File: src/rtl/core/magnetic_heading_direction_match_assert.svh
// Assertion macros shared by the heading block.
`ifndef MAGNETIC_HEADING_DIRECTION_MATCH_ASSERT_SVH
`define MAGNETIC_HEADING_DIRECTION_MATCH_ASSERT_SVH

// Same-cycle implication, disabled while reset is asserted.
`define MHDM_ASSERT_NOW(label, clk_i, rstn_i, ante, cons) \
	label: assert property (@(posedge clk_i) disable iff (!(rstn_i)) (ante) |-> (cons)) \
		else $error("heading block: check failed");

// Next-cycle implication, disabled while reset is asserted.
`define MHDM_ASSERT_NEXT(label, clk_i, rstn_i, ante, cons) \
	label: assert property (@(posedge clk_i) disable iff (!(rstn_i)) (ante) |=> (cons)) \
		else $error("heading block: check failed");

`endif

File: src/rtl/core/mhdm_pkg.sv
// Constants, types and angle table for the magnetometer heading block.
package mhdm_pkg;

	localparam int CORDIC_STAGES = 16;
	localparam int LATENCY       = CORDIC_STAGES + 4;

	localparam int CW = 32;   // CORDIC X/Y datapath width
	localparam int ZW = 26;   // angle accumulator, 2^-16 degree

	localparam int FULL_TURN   = 23040;
	localparam int HALF_TURN   = 11520;
	localparam int EIGHTH_TURN = 2880;

	localparam logic signed [ZW-1:0] Z_QUARTER = ZW'(90 * 65536);

	localparam logic signed [14:0] DECL_RESET = -15'sd549;
	localparam logic        [11:0] TOL_RESET  = 12'd640;

	typedef enum logic {
		REG_DECL = 1'b0,
		REG_TOL  = 1'b1
	} reg_idx_t;

	typedef logic [2:0] dir_t;

	// round(atan(2^-i) * 65536), degrees
	function automatic logic signed [ZW-1:0] atan_step(input int i);
		logic signed [ZW-1:0] a;
		case (i)
			0:       a = ZW'(2949120);
			1:       a = ZW'(1740967);
			2:       a = ZW'(919879);
			3:       a = ZW'(466945);
			4:       a = ZW'(234379);
			5:       a = ZW'(117304);
			6:       a = ZW'(58666);
			7:       a = ZW'(29335);
			8:       a = ZW'(14668);
			9:       a = ZW'(7334);
			10:      a = ZW'(3667);
			11:      a = ZW'(1833);
			12:      a = ZW'(917);
			13:      a = ZW'(458);
			14:      a = ZW'(229);
			15:      a = ZW'(115);
			16:      a = ZW'(57);
			17:      a = ZW'(29);
			18:      a = ZW'(14);
			19:      a = ZW'(7);
			20:      a = ZW'(4);
			21:      a = ZW'(2);
			22:      a = ZW'(1);
			default: a = '0;
		endcase
		return a;
	endfunction

	// window centre, 45 degrees per direction step
	function automatic logic signed [16:0] dir_centre(input dir_t d);
		logic signed [16:0] c;
		case (d)
			3'd0:    c = 17'sd0;
			3'd1:    c = 17'(EIGHTH_TURN * 1);
			3'd2:    c = 17'(EIGHTH_TURN * 2);
			3'd3:    c = 17'(EIGHTH_TURN * 3);
			3'd4:    c = 17'(EIGHTH_TURN * 4);
			3'd5:    c = 17'(EIGHTH_TURN * 5);
			3'd6:    c = 17'(EIGHTH_TURN * 6);
			3'd7:    c = 17'(EIGHTH_TURN * 7);
			default: c = 17'sd0;
		endcase
		return c;
	endfunction

endpackage

File: src/rtl/core/magnetic_heading_direction_match.sv
// Compass heading from a magnetometer X/Y pair with direction window match.
//
//  channel   | signals                          | transfer when
//  ----------+----------------------------------+------------------------
//  input     | mag_x, mag_y, direction          | start high, busy low
//  result    | heading, match                   | valid high (one cycle)
//  config    | cfg_idx, cfg_data                | cfg_we high
//
// One item may enter every cycle; busy never rises.
// From the start edge to the valid cycle an item passes through these registers:
// one pre-rotation stage, one register per CORDIC micro-rotation, then
// declination subtract, wrap into [0,360) and window compare.
// arst_n clears the valid bits and reloads declination and tolerance.
// The receiver cannot stall; results leave on valid regardless.
`include "magnetic_heading_direction_match_assert.svh"

module magnetic_heading_direction_match (
	input  logic                clk,
	input  logic                arst_n,
	input  logic                start,
	output logic                busy,
	input  logic signed [15:0]  mag_x,
	input  logic signed [15:0]  mag_y,
	input  mhdm_pkg::dir_t      direction,
	input  logic                cfg_we,
	input  logic                cfg_idx,
	input  logic [14:0]         cfg_data,
	output logic                valid,
	output logic [14:0]         heading,
	output logic                match
);
	import mhdm_pkg::*;

	// configuration
	logic signed [14:0] decl_q;
	logic        [11:0] tol_q;

	always_ff @(posedge clk or negedge arst_n) begin
		if (!arst_n) begin
			decl_q <= DECL_RESET;
			tol_q  <= TOL_RESET;
		end else if (cfg_we) begin
			case (reg_idx_t'(cfg_idx))
				REG_DECL: decl_q <= $signed(cfg_data);
				REG_TOL:  tol_q  <= cfg_data[11:0];
				default:  ;
			endcase
		end
	end

	assign busy = 1'b0;

	// ---- pre-rotation: vector (-mag_y, -mag_x) scaled by 4096 ----
	logic signed [16:0]    px, py;
	logic signed [CW-1:0]  xin, yin, xpre, ypre;
	logic signed [ZW-1:0]  zpre;

	assign px  = -$signed({mag_y[15], mag_y});
	assign py  = -$signed({mag_x[15], mag_x});
	assign xin = {{(CW-29){px[16]}}, px, 12'b0};
	assign yin = {{(CW-29){py[16]}}, py, 12'b0};

	always_comb begin
		xpre = xin;
		ypre = yin;
		zpre = '0;
		if (xin[CW-1]) begin
			if (!yin[CW-1]) begin
				xpre = yin;
				ypre = -xin;
				zpre = Z_QUARTER;
			end else begin
				xpre = -yin;
				ypre = xin;
				zpre = -Z_QUARTER;
			end
		end
	end

	// stage k holds the vector after k micro-rotations
	logic                 vld_s [0:CORDIC_STAGES];
	logic signed [CW-1:0] x_s   [0:CORDIC_STAGES];
	logic signed [CW-1:0] y_s   [0:CORDIC_STAGES];
	logic signed [ZW-1:0] z_s   [0:CORDIC_STAGES];
	logic                 spc_s [0:CORDIC_STAGES];  // Y reading zero
	logic                 xps_s [0:CORDIC_STAGES];  // mag_x positive
	dir_t                 dir_s [0:CORDIC_STAGES];

	always_ff @(posedge clk or negedge arst_n) begin
		if (!arst_n) begin
			vld_s[0] <= 1'b0;
		end else begin
			vld_s[0] <= start & ~busy;
		end
	end

	always_ff @(posedge clk) begin
		if (start & ~busy) begin
			x_s[0]   <= xpre;
			y_s[0]   <= ypre;
			z_s[0]   <= zpre;
			spc_s[0] <= (mag_y == 16'sd0);
			xps_s[0] <= ~mag_x[15] & (mag_x != 16'sd0);
			dir_s[0] <= direction;
		end
	end

	for (genvar i = 0; i < CORDIC_STAGES; i++) begin : g_rot
		logic signed [CW-1:0] dx, dy;
		logic                 cw;

		assign dx = y_s[i] >>> i;
		assign dy = x_s[i] >>> i;
		assign cw = ~y_s[i][CW-1];

		always_ff @(posedge clk or negedge arst_n) begin
			if (!arst_n) begin
				vld_s[i+1] <= 1'b0;
			end else begin
				vld_s[i+1] <= vld_s[i];
			end
		end

		always_ff @(posedge clk) begin
			if (vld_s[i]) begin
				x_s[i+1]   <= cw ? x_s[i] + dx : x_s[i] - dx;
				y_s[i+1]   <= cw ? y_s[i] - dy : y_s[i] + dy;
				z_s[i+1]   <= cw ? z_s[i] + atan_step(i) : z_s[i] - atan_step(i);
				spc_s[i+1] <= spc_s[i];
				xps_s[i+1] <= xps_s[i];
				dir_s[i+1] <= dir_s[i];
			end
		end
	end

	// ---- round to 1/64 degree, pick the special case, subtract declination ----
	logic signed [ZW-1:0] zr;
	logic signed [16:0]   hsel;
	logic                 vld_v_q;
	logic signed [16:0]   v_q;
	dir_t                 dir_v_q;

	assign zr = z_s[CORDIC_STAGES] + ZW'(512);

	always_comb begin
		if (spc_s[CORDIC_STAGES]) begin
			hsel = xps_s[CORDIC_STAGES] ? 17'(HALF_TURN) : 17'sd0;
		end else begin
			hsel = {zr[ZW-1], zr[ZW-1:10]};
		end
	end

	always_ff @(posedge clk or negedge arst_n) begin
		if (!arst_n) begin
			vld_v_q <= 1'b0;
		end else begin
			vld_v_q <= vld_s[CORDIC_STAGES];
		end
	end

	always_ff @(posedge clk) begin
		if (vld_s[CORDIC_STAGES]) begin
			v_q     <= hsel - {{2{decl_q[14]}}, decl_q};
			dir_v_q <= dir_s[CORDIC_STAGES];
		end
	end

	// ---- wrap into 0..FULL_TURN-1 ----
	logic signed [17:0] vw, va, vb, vc, hw;
	logic               vld_h_q;
	logic [14:0]        h_q;
	dir_t               dir_h_q;

	assign vw = {v_q[16], v_q};
	assign va = vw + 18'(FULL_TURN);
	assign vb = vw + 18'(2 * FULL_TURN);
	assign vc = vw - 18'(FULL_TURN);

	always_comb begin
		if (vw[17]) begin
			hw = va[17] ? vb : va;
		end else if (vw >= 18'(FULL_TURN)) begin
			hw = vc;
		end else begin
			hw = vw;
		end
	end

	always_ff @(posedge clk or negedge arst_n) begin
		if (!arst_n) begin
			vld_h_q <= 1'b0;
		end else begin
			vld_h_q <= vld_v_q;
		end
	end

	always_ff @(posedge clk) begin
		if (vld_v_q) begin
			h_q     <= hw[14:0];
			dir_h_q <= dir_v_q;
		end
	end

	// ---- window compare, result register ----
	logic signed [16:0] hs, ts, cen;
	logic               hit;

	assign hs  = {2'b00, h_q};
	assign ts  = {5'b0, tol_q};
	assign cen = dir_centre(dir_h_q);

	always_comb begin
		if (dir_h_q == 3'd0) begin
			// north wraps round through zero; exactly zero misses
			hit = ((h_q != 15'd0) && (hs < ts)) || (hs > 17'(FULL_TURN) - ts);
		end else begin
			hit = (hs > cen - ts) && (hs < cen + ts);
		end
	end

	always_ff @(posedge clk or negedge arst_n) begin
		if (!arst_n) begin
			valid <= 1'b0;
		end else begin
			valid <= vld_h_q;
		end
	end

	always_ff @(posedge clk) begin
		if (vld_h_q) begin
			heading <= h_q;
			match   <= hit;
		end
	end

	// ---- checks ----
	`MHDM_ASSERT_NOW(a_head_range, clk, arst_n, valid, heading < 15'(FULL_TURN))
	`MHDM_ASSERT_NOW(a_no_orphan, clk, arst_n, valid, $past(start, LATENCY))
	`MHDM_ASSERT_NEXT(a_wrap_range, clk, arst_n, vld_v_q, h_q < 15'(FULL_TURN))
	`MHDM_ASSERT_NOW(a_north_zero, clk, arst_n,
		vld_h_q && (dir_h_q == 3'd0) && (h_q == 15'd0), !hit)

endmodule

File: config.mk
export PLATFORM = sky130hd
export DESIGN_NAME = magnetic_heading_direction_match
export DESIGN_NICKNAME = d
export VERILOG_FILES = /design/src/rtl/core/mhdm_pkg.sv /design/src/rtl/core/magnetic_heading_direction_match.sv
export VERILOG_INCLUDE_DIRS = /design/src /design/src/rtl/core
export SDC_FILE = /design/constraint.sdc
export NUM_CORES = 2
export LEC_CHECK = 0
export BUFFER_PORTS_ARGS = -buffer_cell sky130_fd_sc_hd__buf_4
export CAP_MARGIN = 20
export CORE_MARGIN = 1
export CORE_UTILIZATION = 40
export CTS_CLUSTER_DIAMETER = 40
export DETAILED_ROUTE_END_ITERATION = 16
export PLACE_DENSITY_LB_ADDON = 0.2
export RECOVER_POWER = 50
export REMOVE_ABC_BUFFERS = 1
export SLEW_MARGIN = 10
export SYNTH_ARGS = -nofsm -noshare
export SYNTH_HDL_FRONTEND = slang
export SYNTH_SLANG_ARGS = --single-unit
File: constraint.sdc
create_clock -name clk -period 5.6 [get_ports clk]
set_clock_uncertainty 0.05 [all_clocks]
set_input_delay 0.28 -clock clk [delete_from_list [all_inputs] [get_ports clk]]
set_output_delay 0.28 -clock clk [all_outputs]
set_load 0.01 [all_outputs]
# After elaboration in Yosys (flattened, before gate mapping)
# Memory sizes are Yosys's and may differ from the RTL's. A register that Yosys moved wholly into a read port is not among the register bits.
# Index checks and enable logic that the tools add are counted.
# word_totals
mem_bits_rw	1615
latchBits	0
n_memories	7
wordCells	253
output_inout_bits	18
ff_bits	98
rom_bits	72
# mem_list
name	depth	width	read_ports	rd_ports_with_merged_regs	write_ports	line_no	text
x_s	17	32	16	0	17	magnetic_heading_direction_match.sv:82	logic signed [CW-1:0] x_s [0:CORDIC_STAGES];
y_s	17	32	16	0	17	magnetic_heading_direction_match.sv:83	logic signed [CW-1:0] y_s [0:CORDIC_STAGES];
z_s	17	26	17	0	17	magnetic_heading_direction_match.sv:84	logic signed [ZW-1:0] z_s [0:CORDIC_STAGES];
(no name shown)	8	9	1	1	0	mhdm_pkg.sv:61	case (d)
dir_s	17	3	17	1	17	magnetic_heading_direction_match.sv:87	dir_t dir_s [0:CORDIC_STAGES];
spc_s	17	1	17	0	17	magnetic_heading_direction_match.sv:85	logic spc_s [0:CORDIC_STAGES];
1 more memories	-	-	-	-	-	-	
# op_classes
shifts	0
n_lt_le_gt_ge	5
div_mod_pow	0
n_addsub	107
n_eq_ne	0
n_reduce_logical	9
mux	95
multipliers	0
n_bitwise	3
# ops
operator	n
$mux 32	36
$mux 26	18
$add 32x17->32	2
$add 32x18->32	2
$add 32x19->32	2
$add 32x20->32	2
$add 32x21->32	2
$add 32x22->32	2
$add 32x23->32	2
$add 32x24->32	2
$add 32x25->32	2
$add 32x26->32	2
$add 32x27->32	2
$add 32x28->32	2
$add 32x29->32	2
$add 32x30->32	2
$add 32x31->32	2
$neg 29->32	2
$sub 32x17->32	2
$sub 32x18->32	2
$sub 32x19->32	2
$sub 32x20->32	2
$sub 32x21->32	2
$sub 32x22->32	2
other kinds (70)	121

# Longest topological paths before layout
# logic_depth
depth_word	4
ltp_mapped	21
depth_no_buf	21

# Worst setup path before layout
# Ideal clock, no wire load.
# synth_timing
path_kind	reg2reg
from	memory x_s[9][12], in the netlist x_s[0][300]
to	memory y_s[10][30], in the netlist y_s[0][350] (data pin)
setup_time_ps	258
stages_incl_launch_ff	18
slack_ps	1047
path_buffers	0
arrival_time_ps	4245
cell_sequence	edfxtp_1 nor4_1 nand2_1 nor4_1 a21oi_1 xor2_1 ha_1 a21o_1 a21oi_1 o21ai_0 a31oi_4 o31ai_2 a31o_2 a41o_1 o31a_1 a311o_1 a21oi_2 xnor2_1
# synth_rtl
element	line_no
start: declaration	magnetic_heading_direction_match.sv:82
end: declaration	magnetic_heading_direction_match.sv:83

==> impl_results.md <==
- Result of the run: finished, violations left
- Violations in the final reports: max-capacitance violations, max-slew violations
- Via count of the first global-routing pass: 83800
- Startpoint Class: register
- Routability cong.: 0.899
- Final count of pins violating max slew: 1080
- CP Data Required Time: 6.18 ns
- Detail-routed via count per cell: 5.47
- Synth Area in Compound Gates: 17.3%
- DRC marker count from the first detailed-route iteration: 5332
- Clock Path Buffers: 4
- Drt wl/cell: 18.5 um
- Leading cell type by number of instances after synthesis: edfxtp_1
- Main combinational cell family by area after synthesis: compound AO/OA/AOI/OAI gates
- Sum of overflow across all layers after global routing: 0
- Area taken by multi-input logic gates: 66300 um^2
- FF+latch area: 41700 um^2
- Die Outline Area: 278000 um^2
- Setup Buffers After CTS: 0
- Endpoints failing hold: 0
- Number of warnings reported in the yosys synthesis log: 0
- Max-capacitance violation count: 19
- RSZ-0062 raised after global routing: false
- Area share of fa/ha/maj cells after synthesis: 15.0%
- Worst-skew pair later-pin latency: 0.90 ns
- Starting utilization of the core area: 40.3%
- Area delta synth->final: 13.3%
- Top post-synthesis cells by count: edfxtp_1, ha_1, a21oi_1
- Number of H-tree branching levels: 4
- Share of the synthesized area in the top cell type: 36.5%
- Number of instances in the synthesized netlist: 11400
- HPWL after detailed placement: 232000 um
- Fraction of registers with async set/reset: 3.36%
- Mux contribution to synthesized area: 0.675%
- R2R setup slack: 0.54 ns
- Maximum number of pins on one net before global-route repair: 79
- Clock input transition at the sequential cells of the worst setup and hold paths: 0.06 ns
- Average cell area after synthesis: 9.69 um^2
- Vertical die dimension: 528 um
- Worst slew pin tran: 4.29 ns
- Sinks on the clock net: 1398
- Port Buffer Count: 71
- Wire length of the first global-routing pass: 455000 um
- Final count of negative-setup-slack endpoints: 0
- Vias after detailed routing: 85700
- Category of the worst setup path capture point: register
- Synthesized flop and latch total: 1398
- Residual DRC count: 0
- TritonCTS clock tree: done
- Critical Path AT: 5.65 ns
- Post-cts repair resize count: 0
- Maximum frequency from static timing analysis: 197 MHz
- Width of the chip: 528 um
- Fraction of the yosys area taken by sequential cells: 37.7%
- Number of antenna violations at the first check in global routing: 12
- Num CTS Buffers: 243
- Number of distinct library cells after synthesis: 108
- Primary FF master, synth: edfxtp_1
- Slew headroom: -186%
- Final critical-path required period: 5.06 ns
- Number of I/O pins: 73
- Critical path type: reg2reg
- First-pass iteration count of the detailed router: 6
- Overall global routing resource usage: 20.2%
- Worst-path maximum fanout: 7
- Area of the mapped netlist: 110000 um^2
- Cell chosen for the clock root: clkbuf_16
- Fraction of synthesized cell area in xor and xnor cells: 12.8%
- Core box area: 274000 um^2
- Portion of the clock cycle consumed by the worst path in the final layout: 90.4%
- Routed wire length: 290000 um
- Quantity of hold-fixing buffers added after cts: 109
- HP Class: in2reg
- Cell type with the highest aggregate area in the netlist: edfxtp_1
- Leading cell types by total area after synthesis: edfxtp_1, ha_1, xnor2_1, a21oi_1, xor2_1
- Layout cell share with drive strength beyond 1: 6.02%
- Setup TNS: 0 ns
- Count of flip-flops with a built-in enable after synthesis: 1342
- Post-synthesis share of cell area spent on and, or, nand and nor gates: 14.2%
- Nets: 13100
- Row count: 192
- Detail Route Antenna Nets: 0
- Filler cell count in the final layout: 25600
==> area by class of cell <==
cell class,count,share of cell area (%)
tap,3686,3.68
clock inverter,196,1.84
sequential,1398,33.3
clock buffer,264,4.94
multi-input combinational,9324,52.9
timing repair buffer,271,1.72
antenna,5,0.0100
inverter,522,1.57
==> worst max-delay path, cell delays in order, from the launching register on <==
cell       delay, ns
edfxtp_1        0.43
nor3_1          0.35
nor4bb_1        0.54
and2_1          0.39
a21oi_1         0.13
xnor2_1         0.15
ha_1            0.40
nand2_1         0.11
nor3_1          0.26
nand2_1         0.10
a2111oi_0       0.59
buf_4           0.23
nor2_1          0.05
a211oi_1        0.30
a221o_1         0.23
o41ai_1         0.10
o21bai_1        0.15
a21oi_1         0.10
xnor2_1         0.14
==> layer usage <==
| layer | wire length, um | global-route usage [%] |
|---|---|---|
| met5 | 13 | 0 |
| met4 | 7640 | 5.69 |
| met3 | 11400 | 2.41 |
| met2 | 145000 | 36.5 |
| met1 | 126000 | 25.2 |
==> cells by family (layout without fill, tap and decap cells) <==
logic type | after synthesis | in the layout
buffers and inverters | 681 | 1253
other | 1 | 9
XOR/XNOR | 1620 | 1620
flip-flops | 1398 | 1398
AO/OA/AOI/OAI | 3055 | 3055
adder cells (fa/ha/maj) | 1302 | 1302
AND/OR/NAND/NOR | 3274 | 3274
multiplexers | 69 | 69
==> metrics by stage <==
step	util (%)	std cells	hold WS (ns)	cell area [um^2]	setup slack, ns
after floorplan	-	11200	-0.0656	110000	0.452
after global placement	42.2	15100	0.351	116000	0.621
after detailed placement	42.2	15100	0.355	116000	0.488
after CTS	45.7	15700	0.0676	125000	0.457
after global routing	45.7	15700	0.101	125000	0.00603
final	45.7	15700	0.145	125000	0.536
==> registers in the layout (all words and copies together) (netlist names), 17 cells and up <==
| signal | count |
|---|---|
| z_s | 365 |
| dir_s | 51 |
| y_s | 424 |
| xps_s | 17 |
| v_q | 17 |
| x_s | 414 |
| spc_s | 17 |
| vld_s | 17 |
==> placed cells by master, fill, tap and decap left out, types with 40 or more instances in the layout <==
| cell | n |
|---|---|
| o41ai_1 | 47 |
| mux2_2 | 43 |
| nand4_1 | 64 |
| or4_1 | 42 |
| nor2_1 | 1158 |
| buf_4 | 113 |
| clkbuf_1 | 63 |
| xor2_1 | 555 |
| and3_1 | 108 |
| o31ai_1 | 40 |
| ha_1 | 1266 |
| xnor2_1 | 1065 |
| nand3_1 | 176 |
| clkbuf_16 | 243 |
| inv_6 | 51 |
| a31oi_1 | 125 |
| inv_1 | 518 |
| nand2b_1 | 185 |
| nor2b_1 | 187 |
| o21bai_1 | 141 |
| o21ai_0 | 501 |
| edfxtp_1 | 1342 |
| a21oi_1 | 1176 |
| or2_2 | 40 |
| nor3_1 | 347 |
| a21o_1 | 361 |
| and2_1 | 75 |
| nor4_1 | 107 |
| o21a_1 | 178 |
| nand2_1 | 619 |
| or3_1 | 62 |
| dlygate4sd3_1 | 108 |
| a211oi_1 | 87 |
==> path summary, 6_finish.rpt <==
path	startpoint	endpoint	cells past startpoint
setup / recovery	x_s[0][231]$_DFFE_PP_	y_s[0][285]$_DFFE_PP_	18
hold / removal	cfg_data[5]	decl_q[5]$_DFFE_PN0P_	4
setup reg to reg	x_s[0][231]$_DFFE_PP_	y_s[0][285]$_DFFE_PP_	18
hold reg to reg	xps_s[0][0]$_DFFE_PP_	xps_s[0][1]$_DFFE_PP_	0
max in group asynchronous	arst_n	vld_s[15]$_DFF_PN0_	4
min in group asynchronous	arst_n	vld_s[16]$_DFF_PN0_	3
Power is not shown: default switching activity piles up to over one toggle a cycle in this logic, so the estimate is an artifact.
